--- config.mk ---
export PLATFORM = sky130hd
export DESIGN_NAME = capture_period_to_speed
export DESIGN_NICKNAME = d
export VERILOG_FILES = /design/src/cps_pkg.sv /design/src/cps_arith_unit.sv /design/src/capture_period_to_speed.sv
export SDC_FILE = /design/constraint.sdc
export NUM_CORES = 1
export LEC_CHECK = 0
export ABC_CLOCK_PERIOD_IN_PS = 13400
export CAP_MARGIN = 5
export CORE_ASPECT_RATIO = 1.25
export CORE_MARGIN = 5
export CORE_UTILIZATION = 35
export DETAILED_ROUTE_END_ITERATION = 10
export DONT_BUFFER_PORTS = 1
export GPL_TIMING_DRIVEN = 0
export PLACE_DENSITY = 0.55
export SYNTH_ARGS = -nofsm -noshare
export SYNTH_HDL_FRONTEND = slang
export SYNTH_SLANG_ARGS = --single-unit
export TNS_END_PERCENT = 50
--- constraint.sdc ---
create_clock -name aclk -period 13.4 [get_ports aclk]
set_input_delay 2.68 -clock aclk [delete_from_list [all_inputs] [get_ports aclk]]
set_output_delay 2.68 -clock aclk [all_outputs]
set_load 0.005 [all_outputs]
--- src/cps_pkg.sv ---
`timescale 1ns / 1ps
// cps_pkg: shared types, widths and constants for the capture-period-to-speed block.
// No dependencies; imported by cps_arith_unit and capture_period_to_speed.
package cps_pkg;

    localparam int DEF_TIMESTAMP_BITS = 32;

    // register field widths
    localparam int CIRC_BITS   = 20;
    localparam int QT_BITS     = 16;
    localparam int UPQ_BITS    = 16;
    localparam int WIN_BITS    = 7;
    localparam int CFG_IDX_BITS = 2;
    localparam int CFG_DATA_BITS = CIRC_BITS;

    // datapath widths
    localparam int SUM_BITS   = 40;
    localparam int SPEED_BITS = 20;
    localparam int NUM_BITS   = 34;   // circumference * 100 * edges
    localparam int MUL_BITS   = 16;   // multiplier width of the shared unit

    localparam logic [SUM_BITS-1:0]   SUM_MAX   = {SUM_BITS{1'b1}};
    localparam logic [SPEED_BITS-1:0] SPEED_MAX = {SPEED_BITS{1'b1}};
    localparam int CENTI_SCALE = 100;

    // register reset values
    localparam logic [CIRC_BITS-1:0] CIRC_RESET = CIRC_BITS'(55264);
    localparam logic [QT_BITS-1:0]   QT_RESET   = QT_BITS'(10000);
    localparam logic [UPQ_BITS-1:0]  UPQ_RESET  = UPQ_BITS'(125);
    localparam logic [WIN_BITS-1:0]  WIN_RESET  = WIN_BITS'(10);

    typedef enum logic [CFG_IDX_BITS-1:0] {
        REG_CIRC     = 2'd0,
        REG_QUANTUM  = 2'd1,
        REG_US_PER_Q = 2'd2,
        REG_WINDOW   = 2'd3
    } reg_idx_t;

    typedef enum logic {
        OP_DIV = 1'b0,
        OP_MUL = 1'b1
    } arith_op_t;

    typedef struct packed {
        logic      start;
        arith_op_t op;
    } arith_cmd_t;

    typedef struct packed {
        logic busy;
        logic done;
        logic ovf;
    } arith_sts_t;

    typedef enum logic [2:0] {
        ST_IDLE       = 3'd0,
        ST_DIV_PERIOD = 3'd1,
        ST_MUL_US     = 3'd2,
        ST_ACCUM      = 3'd3,
        ST_CHECK      = 3'd4,
        ST_MUL_NUM    = 3'd5,
        ST_DIV_SPEED  = 3'd6,
        ST_DELIVER    = 3'd7
    } state_t;

endpackage

--- src/cps_arith_unit.sv ---
`timescale 1ns / 1ps
// cps_arith_unit: shared shift/add unit, one bit per cycle.
// Restoring divide (DIV_BITS steps) or MSB-first shift-add multiply (MUL_BITS steps).
// Depends on cps_pkg.
module cps_arith_unit #(
    parameter int DIV_BITS = cps_pkg::NUM_BITS
) (
    input  logic                         aclk,
    input  logic                         aresetn,
    input  cps_pkg::arith_cmd_t          cmd,
    input  logic [DIV_BITS-1:0]          a_i,   // dividend, or multiplier in the top bits
    input  logic [cps_pkg::SUM_BITS-1:0] d_i,   // divisor, or multiplicand
    output cps_pkg::arith_sts_t          sts,
    output logic [DIV_BITS-1:0]          q_o,
    output logic [cps_pkg::SUM_BITS-1:0] r_o
);
    import cps_pkg::*;

    localparam int CW       = $clog2(DIV_BITS + 1);
    localparam int ADD_BITS = SUM_BITS + 2;

    logic                busy_reg, busy_next;
    logic                done_reg, done_next;
    logic                ovf_reg, ovf_next;
    arith_op_t           op_reg, op_next;
    logic [CW-1:0]       cnt_reg, cnt_next;
    logic [DIV_BITS-1:0] q_reg, q_next;
    logic [SUM_BITS-1:0] r_reg, r_next;
    logic [SUM_BITS-1:0] d_reg, d_next;

    logic [ADD_BITS-1:0] op_a, op_b, sum;
    logic                cin;
    logic                ge;

    // one adder serves both operations
    always_comb begin
        op_a = {1'b0, r_reg, (op_reg == OP_DIV) ? q_reg[DIV_BITS-1] : 1'b0};
        if (op_reg == OP_DIV) begin
            op_b = ~{2'b00, d_reg};
            cin  = 1'b1;
        end else begin
            op_b = q_reg[DIV_BITS-1] ? {2'b00, d_reg} : '0;
            cin  = 1'b0;
        end
        sum = op_a + op_b + ADD_BITS'(cin);
        ge  = ~sum[ADD_BITS-1];
    end

    always_comb begin
        busy_next = busy_reg;
        done_next = 1'b0;
        ovf_next  = ovf_reg;
        op_next   = op_reg;
        cnt_next  = cnt_reg;
        q_next    = q_reg;
        r_next    = r_reg;
        d_next    = d_reg;
        if (cmd.start && !busy_reg) begin
            busy_next = 1'b1;
            op_next   = cmd.op;
            cnt_next  = (cmd.op == OP_DIV) ? CW'(DIV_BITS) : CW'(MUL_BITS);
            q_next    = a_i;
            r_next    = '0;
            d_next    = d_i;
            ovf_next  = 1'b0;
        end else if (busy_reg) begin
            if (op_reg == OP_DIV) begin
                r_next = ge ? sum[SUM_BITS-1:0] : op_a[SUM_BITS-1:0];
                q_next = {q_reg[DIV_BITS-2:0], ge};
            end else begin
                r_next   = sum[SUM_BITS-1:0];
                ovf_next = ovf_reg | sum[ADD_BITS-1] | sum[ADD_BITS-2];
                q_next   = {q_reg[DIV_BITS-2:0], 1'b0};
            end
            cnt_next = cnt_reg - CW'(1);
            if (cnt_reg == CW'(1)) begin
                busy_next = 1'b0;
                done_next = 1'b1;
            end
        end
    end

    always_ff @(posedge aclk) begin
        if (!aresetn) begin
            busy_reg <= 1'b0;
            done_reg <= 1'b0;
            op_reg   <= OP_DIV;
            cnt_reg  <= '0;
        end else begin
            busy_reg <= busy_next;
            done_reg <= done_next;
            op_reg   <= op_next;
            cnt_reg  <= cnt_next;
        end
        ovf_reg <= ovf_next;
        q_reg   <= q_next;
        r_reg   <= r_next;
        d_reg   <= d_next;
    end

    assign sts.busy = busy_reg;
    assign sts.done = done_reg;
    assign sts.ovf  = ovf_reg;
    assign q_o      = q_reg;
    assign r_o      = r_reg;

endmodule

--- src/capture_period_to_speed.sv ---
`timescale 1ns / 1ps
// capture_period_to_speed: top level, sequencer, configuration registers and output register.
// Depends on cps_pkg and cps_arith_unit.

// Wheel speed from rising-edge capture timestamps. Each request carries one timestamp; the
// first after reset only primes the previous-timestamp register. Every later request forms
// the period modulo 2^TIMESTAMP_BITS, truncates it to whole quanta (quantum_ticks, 0 acts as
// 1), scales by us_per_quantum into microseconds (saturating at 2^40-1) and adds it to a
// saturating 40-bit sum. Once window_edges periods (0 acts as 1) are summed, one result
// request gives floor(circumference_um * 100 * edges / sum) in cm/s, clipped at 1048575 with
// saturated set; a zero sum also gives 1048575 with saturated set. Every divide and multiply
// runs on one shared shift/add unit that handles one bit per cycle, and s_ready is high only
// while the sequencer is idle, so a new edge is taken only after the previous one is done.
// An edge that closes the window also waits until the output register is free. A finished
// result waits in the output register, and the next request is taken meanwhile.
// Configuration writes are taken every cycle and should be made while idle.
module capture_period_to_speed #(
    parameter int TIMESTAMP_BITS = cps_pkg::DEF_TIMESTAMP_BITS
) (
    input  logic                              aclk,
    input  logic                              aresetn,
    // capture requests
    input  logic                              s_valid,
    output logic                              s_ready,
    input  logic [TIMESTAMP_BITS-1:0]         s_capture_time,
    // speed results
    output logic                              m_valid,
    input  logic                              m_ready,
    output logic [cps_pkg::SPEED_BITS-1:0]    m_speed_centi_mps,
    output logic                              m_saturated,
    // configuration writes
    input  logic                              cfg_valid,
    output logic                              cfg_ready,
    input  logic [cps_pkg::CFG_IDX_BITS-1:0]  cfg_index,
    input  logic [cps_pkg::CFG_DATA_BITS-1:0] cfg_data
);
    import cps_pkg::*;

    localparam int DW   = (TIMESTAMP_BITS > NUM_BITS) ? TIMESTAMP_BITS : NUM_BITS;
    localparam int WIDE = (DW > SUM_BITS) ? DW : SUM_BITS;

    // configuration registers
    logic [CIRC_BITS-1:0] circ_reg, circ_next;
    logic [QT_BITS-1:0]   qt_reg, qt_next;
    logic [UPQ_BITS-1:0]  upq_reg, upq_next;
    logic [WIN_BITS-1:0]  win_reg, win_next;

    // sequencer state
    state_t                    state_reg, state_next;
    logic [TIMESTAMP_BITS-1:0] last_reg, last_next;
    logic                      have_last_reg, have_last_next;
    logic [SUM_BITS-1:0]       sum_reg, sum_next;
    logic [WIN_BITS-1:0]       edge_reg, edge_next;
    logic [SUM_BITS-1:0]       us_reg, us_next;
    logic                      sat_pre_reg, sat_pre_next;
    logic [SPEED_BITS-1:0]     spd_reg, spd_next;
    logic                      sat_reg, sat_next;

    // output register
    logic                  m_valid_reg, m_valid_next;
    logic [SPEED_BITS-1:0] m_speed_reg, m_speed_next;
    logic                  m_sat_reg, m_sat_next;

    // shared unit
    arith_cmd_t          unit_cmd;
    arith_sts_t          unit_sts;
    logic [DW-1:0]       unit_a;
    logic [SUM_BITS-1:0] unit_d;
    logic [DW-1:0]       unit_q;
    logic [SUM_BITS-1:0] unit_r;

    logic [TIMESTAMP_BITS-1:0] period;
    logic [WIDE-1:0]           quanta_wide;
    logic [SUM_BITS:0]         sum_ext;
    logic [WIN_BITS-1:0]       win_eff;
    logic [QT_BITS-1:0]        qt_eff;

    cps_arith_unit #(
        .DIV_BITS (DW)
    ) u_arith (
        .aclk    (aclk),
        .aresetn (aresetn),
        .cmd     (unit_cmd),
        .a_i     (unit_a),
        .d_i     (unit_d),
        .sts     (unit_sts),
        .q_o     (unit_q),
        .r_o     (unit_r)
    );

    // configuration port: always ready, drop writes past the register list
    assign cfg_ready = 1'b1;

    always_comb begin
        circ_next = circ_reg;
        qt_next   = qt_reg;
        upq_next  = upq_reg;
        win_next  = win_reg;
        if (cfg_valid) begin
            case (reg_idx_t'(cfg_index))
                REG_CIRC:     circ_next = cfg_data[CIRC_BITS-1:0];
                REG_QUANTUM:  qt_next   = cfg_data[QT_BITS-1:0];
                REG_US_PER_Q: upq_next  = cfg_data[UPQ_BITS-1:0];
                REG_WINDOW:   win_next  = cfg_data[WIN_BITS-1:0];
                default: ;
            endcase
        end
    end

    assign period      = s_capture_time - last_reg;
    assign quanta_wide = WIDE'(unit_q);
    assign sum_ext     = {1'b0, sum_reg} + {1'b0, us_reg};
    assign win_eff     = (win_reg == '0) ? WIN_BITS'(1) : win_reg;
    assign qt_eff      = (qt_reg == '0) ? QT_BITS'(1) : qt_reg;

    assign s_ready = (state_reg == ST_IDLE);

    // sequencer: next state, datapath loads and shared unit commands
    always_comb begin
        state_next     = state_reg;
        last_next      = last_reg;
        have_last_next = have_last_reg;
        sum_next       = sum_reg;
        edge_next      = edge_reg;
        us_next        = us_reg;
        sat_pre_next   = sat_pre_reg;
        spd_next       = spd_reg;
        sat_next       = sat_reg;
        m_valid_next   = m_valid_reg && !m_ready;
        m_speed_next   = m_speed_reg;
        m_sat_next     = m_sat_reg;
        unit_cmd.start = 1'b0;
        unit_cmd.op    = OP_DIV;
        unit_a         = '0;
        unit_d         = '0;

        case (state_reg)
            ST_IDLE: begin
                if (s_valid) begin
                    last_next = s_capture_time;
                    if (have_last_reg) begin
                        // quanta = period / quantum_ticks
                        unit_cmd.start = 1'b1;
                        unit_cmd.op    = OP_DIV;
                        unit_a         = DW'(period);
                        unit_d         = SUM_BITS'(qt_eff);
                        state_next     = ST_DIV_PERIOD;
                    end else begin
                        have_last_next = 1'b1;
                    end
                end
            end
            ST_DIV_PERIOD: begin
                if (unit_sts.done) begin
                    // quanta beyond 40 bits saturate unless the scale is zero
                    sat_pre_next   = (upq_reg != '0) && ((quanta_wide >> SUM_BITS) != '0);
                    unit_cmd.start = 1'b1;
                    unit_cmd.op    = OP_MUL;
                    unit_a         = {MUL_BITS'(upq_reg), {(DW-MUL_BITS){1'b0}}};
                    unit_d         = quanta_wide[SUM_BITS-1:0];
                    state_next     = ST_MUL_US;
                end
            end
            ST_MUL_US: begin
                if (unit_sts.done) begin
                    us_next    = (sat_pre_reg || unit_sts.ovf) ? SUM_MAX : unit_r;
                    state_next = ST_ACCUM;
                end
            end
            ST_ACCUM: begin
                sum_next   = sum_ext[SUM_BITS] ? SUM_MAX : sum_ext[SUM_BITS-1:0];
                edge_next  = edge_reg + WIN_BITS'(1);
                state_next = ST_CHECK;
            end
            ST_CHECK: begin
                if (edge_reg < win_eff) begin
                    state_next = ST_IDLE;
                end else begin
                    // numerator = circumference * 100 * edges
                    unit_cmd.start = 1'b1;
                    unit_cmd.op    = OP_MUL;
                    unit_a         = {MUL_BITS'(edge_reg), {(DW-MUL_BITS){1'b0}}};
                    unit_d         = SUM_BITS'(circ_reg) * SUM_BITS'(CENTI_SCALE);
                    state_next     = ST_MUL_NUM;
                end
            end
            ST_MUL_NUM: begin
                if (unit_sts.done) begin
                    if (sum_reg == '0) begin
                        spd_next   = SPEED_MAX;
                        sat_next   = 1'b1;
                        state_next = ST_DELIVER;
                    end else begin
                        unit_cmd.start = 1'b1;
                        unit_cmd.op    = OP_DIV;
                        unit_a         = DW'(unit_r);
                        unit_d         = sum_reg;
                        state_next     = ST_DIV_SPEED;
                    end
                end
            end
            ST_DIV_SPEED: begin
                if (unit_sts.done) begin
                    if (unit_q > DW'(SPEED_MAX)) begin
                        spd_next = SPEED_MAX;
                        sat_next = 1'b1;
                    end else begin
                        spd_next = unit_q[SPEED_BITS-1:0];
                        sat_next = 1'b0;
                    end
                    state_next = ST_DELIVER;
                end
            end
            ST_DELIVER: begin
                // hold until the output register is free, then clear the window
                if (!m_valid_reg || m_ready) begin
                    m_valid_next = 1'b1;
                    m_speed_next = spd_reg;
                    m_sat_next   = sat_reg;
                    sum_next     = '0;
                    edge_next    = '0;
                    state_next   = ST_IDLE;
                end
            end
            default: state_next = ST_IDLE;
        endcase
    end

    always_ff @(posedge aclk) begin
        if (!aresetn) begin
            state_reg     <= ST_IDLE;
            last_reg      <= '0;
            have_last_reg <= 1'b0;
            sum_reg       <= '0;
            edge_reg      <= '0;
            m_valid_reg   <= 1'b0;
            circ_reg      <= CIRC_RESET;
            qt_reg        <= QT_RESET;
            upq_reg       <= UPQ_RESET;
            win_reg       <= WIN_RESET;
        end else begin
            state_reg     <= state_next;
            last_reg      <= last_next;
            have_last_reg <= have_last_next;
            sum_reg       <= sum_next;
            edge_reg      <= edge_next;
            m_valid_reg   <= m_valid_next;
            circ_reg      <= circ_next;
            qt_reg        <= qt_next;
            upq_reg       <= upq_next;
            win_reg       <= win_next;
        end
        us_reg      <= us_next;
        sat_pre_reg <= sat_pre_next;
        spd_reg     <= spd_next;
        sat_reg     <= sat_next;
        m_speed_reg <= m_speed_next;
        m_sat_reg   <= m_sat_next;
    end

    assign m_valid           = m_valid_reg;
    assign m_speed_centi_mps = m_speed_reg;
    assign m_saturated       = m_sat_reg;

`ifndef SYNTH
    // a capture is only taken while the shared unit is free
    a_accept_unit_idle: assert property (@(posedge aclk) disable iff (!aresetn)
        s_valid && s_ready |-> !unit_sts.busy)
        else $error("capture accepted while shared unit busy");

    // the shared unit only finishes in a state that waits for it
    a_done_expected: assert property (@(posedge aclk) disable iff (!aresetn)
        unit_sts.done |-> (state_reg == ST_DIV_PERIOD || state_reg == ST_MUL_US ||
                           state_reg == ST_MUL_NUM || state_reg == ST_DIV_SPEED))
        else $error("shared unit finished in unexpected state");

    // a pending result holds the sequencer
    a_deliver_hold: assert property (@(posedge aclk) disable iff (!aresetn)
        state_reg == ST_DELIVER && m_valid_reg && !m_ready |=> state_reg == ST_DELIVER)
        else $error("result overwritten before taken");

    // delivering a result clears the window
    a_window_clear: assert property (@(posedge aclk) disable iff (!aresetn)
        state_reg == ST_DELIVER && (!m_valid_reg || m_ready) |=>
            sum_reg == '0 && edge_reg == '0)
        else $error("window not cleared after result");

    // a saturated result always carries the maximum speed
    a_sat_max: assert property (@(posedge aclk) disable iff (!aresetn)
        m_valid_reg && m_sat_reg |-> m_speed_reg == SPEED_MAX)
        else $error("saturated result below maximum");
`endif

endmodule
==> results.md <==
Critical path:
- The worst setup path is captured at a flip-flop.
- The number of cells traversed by the worst register-to-register path is 24.
- The required time of the critical path is between 10 and 15 ns.
- STA classifies the critical path startpoint as a flip-flop.
- By startpoint and endpoint, the worst setup path is classified as flip-flop to flip-flop.
- In this run the worst path has a maximum fanout of 10.
- The slack of the worst reg-to-reg path is around 6.4 ns.
- STA puts the critical path data arrival time at about 7.5 ns.

GRT:
- The initial antenna violation count is 3.
- The wire length of the first global-routing pass is approximately 120000 um.
- The via count of the first global-routing pass is ~19000.
- The total congestion overflow after global routing is 0.
- The pin count of the biggest net entering global routing is 33.
- The global router's overall resource usage is 0.2192.

Synth:
- In this run the cell area of the synthesized design comes to roughly 22000 um^2.
- The predominant post-synthesis flop cell is sky130_fd_sc_hd__dfxtp_1.
- Yosys instantiated no cell more often than sky130_fd_sc_hd__nand2_1.
- The synthesized net count is between 2000 and 3000.
- The leading area contributor after synthesis is sky130_fd_sc_hd__edfxtp_1.
- By count the netlist is led by sky130_fd_sc_hd__nand2_1, sky130_fd_sc_hd__a21oi_1, sky130_fd_sc_hd__o21ai_0.
- Synthesis produced 2581 cells.
- The average instance in the mapped netlist occupies approximately 8.6 um^2.
- The count of synthesis-stage warnings from yosys is 0.
- By area the synthesized netlist is led by sky130_fd_sc_hd__edfxtp_1, sky130_fd_sc_hd__dfxtp_1, sky130_fd_sc_hd__ha_1, sky130_fd_sc_hd__nand2_1, sky130_fd_sc_hd__a21oi_1.
- Of the post-synthesis cell area, the dominant cell type holds 0.2105.
- The number of enable flip-flop cells after synthesis is approximately 160.
- After synthesis the netlist holds a flip-flop and latch count of roughly 350.
- The number of different library cells used by synthesis comes to about 80.
- The fraction of registers with async set/reset is 0.
- The sequential-to-total area share from yosys stat is 0.3842.

Clock network:
- The number of clock sinks is between 300 and 400.
- Clock tree synthesis inserted a total of 39 buffers.
- The cell at the root of the clock tree is sky130_fd_sc_hd__clkbuf_16.
- The number of H-tree levels is 2.
- The clock passes through at most 3 buffers.
- The quantity of gates resized following cts is 0.
- The number of buffers added for setup after CTS is 0.
- The clock insertion delay at the later pin of the skew report is 0.57 ns.
- The TritonCTS clock tree is yes.
- The quantity of hold-fixing buffers added after cts is 0.
- The clock-pin slew on the worst setup and hold paths is around 0.060 ns.

Finish:
- The finished cells cover 24780 um^2.
- The filler cells instantiated in the layout total between 6000 and 7000.
- The fraction of final layout cells sized beyond drive strength 1 is 0.05789.
- The utilization after layout is 0.3924.
- At the end of the flow, the number of nets in the layout was approximately 2900.
- The area growth from synthesis to layout is 11.37%.

Placed design:
- Buffers placed on the I/O ports in this run total 0.
- Routability-driven placement finished with a final weighted congestion of 1.073.
- The detailed placement HPWL is around 63000 um.
- The total cell area at the placement stage is 23430 um^2.

STA:
- The final-report hold violation count came to 0.
- The final hold slack is ~0.42 ns.
- The time the final worst path needs with I/O delays and setup is 7.024 ns.
- Setup repair after global routing left no endpoint under its margin.
- The worst setup skew after layout is 0.02625 ns.
- Setup violations remaining at the end of the flow were counted as 0.
- The number of pins with negative max-slew slack in the final report is 0.
- For the pin with the worst max-slew slack, the measured transition is approximately 1 ns.
- The maximum clock frequency is between 0.1 and 0.15 GHz.
- Measured against its own limit, the worst slew margin works out to 0.3304.
- The ratio of final minimum period to clock period is 0.5242.
- The total negative slack for setup checks is 0 ns.

Floorplan:
- The area of the die is between 60000 and 70000 um^2.
- between 80 and 90 I/O pins were placed.
- The floorplan step set the die height to 291.9 um.
- The initial standard-cell utilization of the core is 0.3523.
- The horizontal die dimension is 235.5 um.
- The floorplan row count is around 100.
- The floorplan step defined a core boundary enclosing ~63000 um^2.

Power and ir drop:
- Summing internal, switching and leakage power gives between 0.003 and 0.004 W.
- The power per unit of standard cell area is 146.7 nW/um^2.
- IR analysis of the VDD net gives a maximum drop of ~0.11 mV.
- For this design the static power due to leakage is approximately 9.8 nW.

Drt:
- After detailed routing, the total wire length is 78710 um.
- The initial DRC count is about 1800.
- The average detailed-routed wire length per instance is between 20 and 25 um.
- The total number of vias is between 15000 and 20000.
- The routed via count divided by cell count is around 5.6.
- Once detail routing completed, the nets flagged for antenna violations numbered 0.
- After detailed routing, the number of remaining DRC violations is 0.
- The number of iterations in the first detailed-routing pass is 9.

Worst hold path:
- The path category of the worst min-delay check is flip-flop to flip-flop.
- The number of cells traversed by the worst hold path is 0.

Job:
- The total of max-cap violations is 0.

Run status:
- The flow ran to the end, and the final reports show no timing, DRC or antenna violations.
==> layout make-up <==
class | count | area (um^2) | share of cell area
antenna | 3 | 7.507 | 0.0003030
buffer | 129 | 498.0 | 0.02010
clock buffer | 51 | 1136 | 0.04585
clock inverter | 20 | 209.0 | 0.008433
inverter | 155 | 581.8 | 0.02348
multi-input combinational | 1948 | 12630 | 0.5098
sequential | 349 | 8548 | 0.3450
tap | 840 | 1051 | 0.04242
timing repair buffer | 8 | 115.1 | 0.004646
==> power by group <==
group          leakage (nW)  total (W)  internal [W]  switching, W
Clock                 0.666    0.00114      0.000661      0.000475
Combinational          6.11    0.00105      0.000421      0.000626
Sequential             3.02    0.00145       0.00122      0.000232
Total                  9.79    0.00363       0.00230       0.00133
==> routing by layer <==
metal / wire (um) / up-vias / share of wire / track usage
li1: - / 9409 / - / -
met1: 31010 / 9286 / 0.39 / 0.2651
met2: 35940 / 713 / 0.46 / 0.3590
met3: 5584 / 183 / 0.071 / 0.04100
met4: 6157 / 4 / 0.078 / 0.1414
met5: 19 / - / 0.00024 / 0
==> path summary, 6_finish.rpt <==
| kind | start | endpoint |
|---|---|---|
| max | u_arith.op_reg | u_arith.r_o[5] |
| min | spd_reg[2] | m_speed_centi_mps[2] |
| max reg2reg | u_arith.op_reg | u_arith.r_o[5] |
| min reg2reg | spd_reg[2] | m_speed_centi_mps[2] |
==> cells by family (layout without fill, tap and decap cells) <==
kind of cell | Yosys count | count (layout) | share of synthesized area
other cells | 1 | 4 | 0.0001685
compound gates | 757 | 757 | 0.2155
flops | 349 | 349 | 0.3842
buf+inv | 284 | 363 | 0.04848
xor+xnor | 109 | 109 | 0.04291
simple gates | 867 | 867 | 0.1829
fa+ha+maj | 205 | 205 | 0.1217
mux | 9 | 9 | 0.004162
==> worst max-delay path, cell delays in order, from the launching register on <==
cell	delay (ns)
sky130_fd_sc_hd__dfxtp_1	0.35
sky130_fd_sc_hd__clkbuf_1	0.51
sky130_fd_sc_hd__and2_1	0.22
sky130_fd_sc_hd__clkbuf_1	0.15
sky130_fd_sc_hd__clkbuf_1	0.55
sky130_fd_sc_hd__nand2_1	0.11
sky130_fd_sc_hd__o21ai_0	0.14
sky130_fd_sc_hd__ha_1	0.28
sky130_fd_sc_hd__nor2b_1	0.14
sky130_fd_sc_hd__o31ai_1	0.39
sky130_fd_sc_hd__a21oi_1	0.26
sky130_fd_sc_hd__a41oi_1	0.42
sky130_fd_sc_hd__o221a_2	0.34
sky130_fd_sc_hd__a21boi_1	0.12
sky130_fd_sc_hd__o21ai_0	0.39
sky130_fd_sc_hd__a21boi_0	0.24
sky130_fd_sc_hd__o211ai_1	0.24
sky130_fd_sc_hd__nand2_1	0.08
sky130_fd_sc_hd__ha_1	0.36
sky130_fd_sc_hd__nor2b_1	0.28
sky130_fd_sc_hd__clkbuf_1	0.42
sky130_fd_sc_hd__buf_1	0.52
sky130_fd_sc_hd__nor2_1	0.11
sky130_fd_sc_hd__a21oi_1	0.15
sky130_fd_sc_hd__o21ai_0	0.09
==> metrics by stage <==
stage,setup WS [ns],std cells
2_1_floorplan,7.985,2581
3_3_place_gp,5.808,3421
3_5_place_dp,6.439,3429
4_1_cts,6.422,3500
5_1_grt,5.858,3500
6_report,6.376,3503
==> placed cells by master, fill, tap and decap left out, types with 8 or more instances in the layout <==
cell,n
sky130_fd_sc_hd__nand2b_1,43
sky130_fd_sc_hd__or2_2,47
sky130_fd_sc_hd__a222oi_1,24
sky130_fd_sc_hd__xor2_1,59
sky130_fd_sc_hd__nor2_1,171
sky130_fd_sc_hd__nand3_1,68
sky130_fd_sc_hd__nor3_1,34
sky130_fd_sc_hd__o31ai_1,11
sky130_fd_sc_hd__fa_1,19
sky130_fd_sc_hd__nand4_1,26
sky130_fd_sc_hd__o21ai_0,198
sky130_fd_sc_hd__a221oi_1,22
sky130_fd_sc_hd__a21o_1,60
sky130_fd_sc_hd__a22o_1,18
sky130_fd_sc_hd__a31oi_1,20
sky130_fd_sc_hd__inv_1,153
sky130_fd_sc_hd__o21bai_1,15
sky130_fd_sc_hd__clkbuf_1,116
sky130_fd_sc_hd__xnor2_1,50
sky130_fd_sc_hd__o21a_1,17
sky130_fd_sc_hd__dfxtp_1,193
sky130_fd_sc_hd__nand2_1,351
sky130_fd_sc_hd__or3_1,9
sky130_fd_sc_hd__a211oi_1,26
sky130_fd_sc_hd__a21oi_1,237
sky130_fd_sc_hd__nor4_1,20
sky130_fd_sc_hd__clkbuf_16,42
sky130_fd_sc_hd__a22oi_1,13
sky130_fd_sc_hd__nor2b_1,25
sky130_fd_sc_hd__clkinv_2,8
sky130_fd_sc_hd__a32oi_1,8
sky130_fd_sc_hd__edfxtp_1,156
sky130_fd_sc_hd__o211ai_1,22
sky130_fd_sc_hd__and2_1,17
sky130_fd_sc_hd__ha_1,186
sky130_fd_sc_hd__and3_1,24
Power figures use the tool's default switching activity.
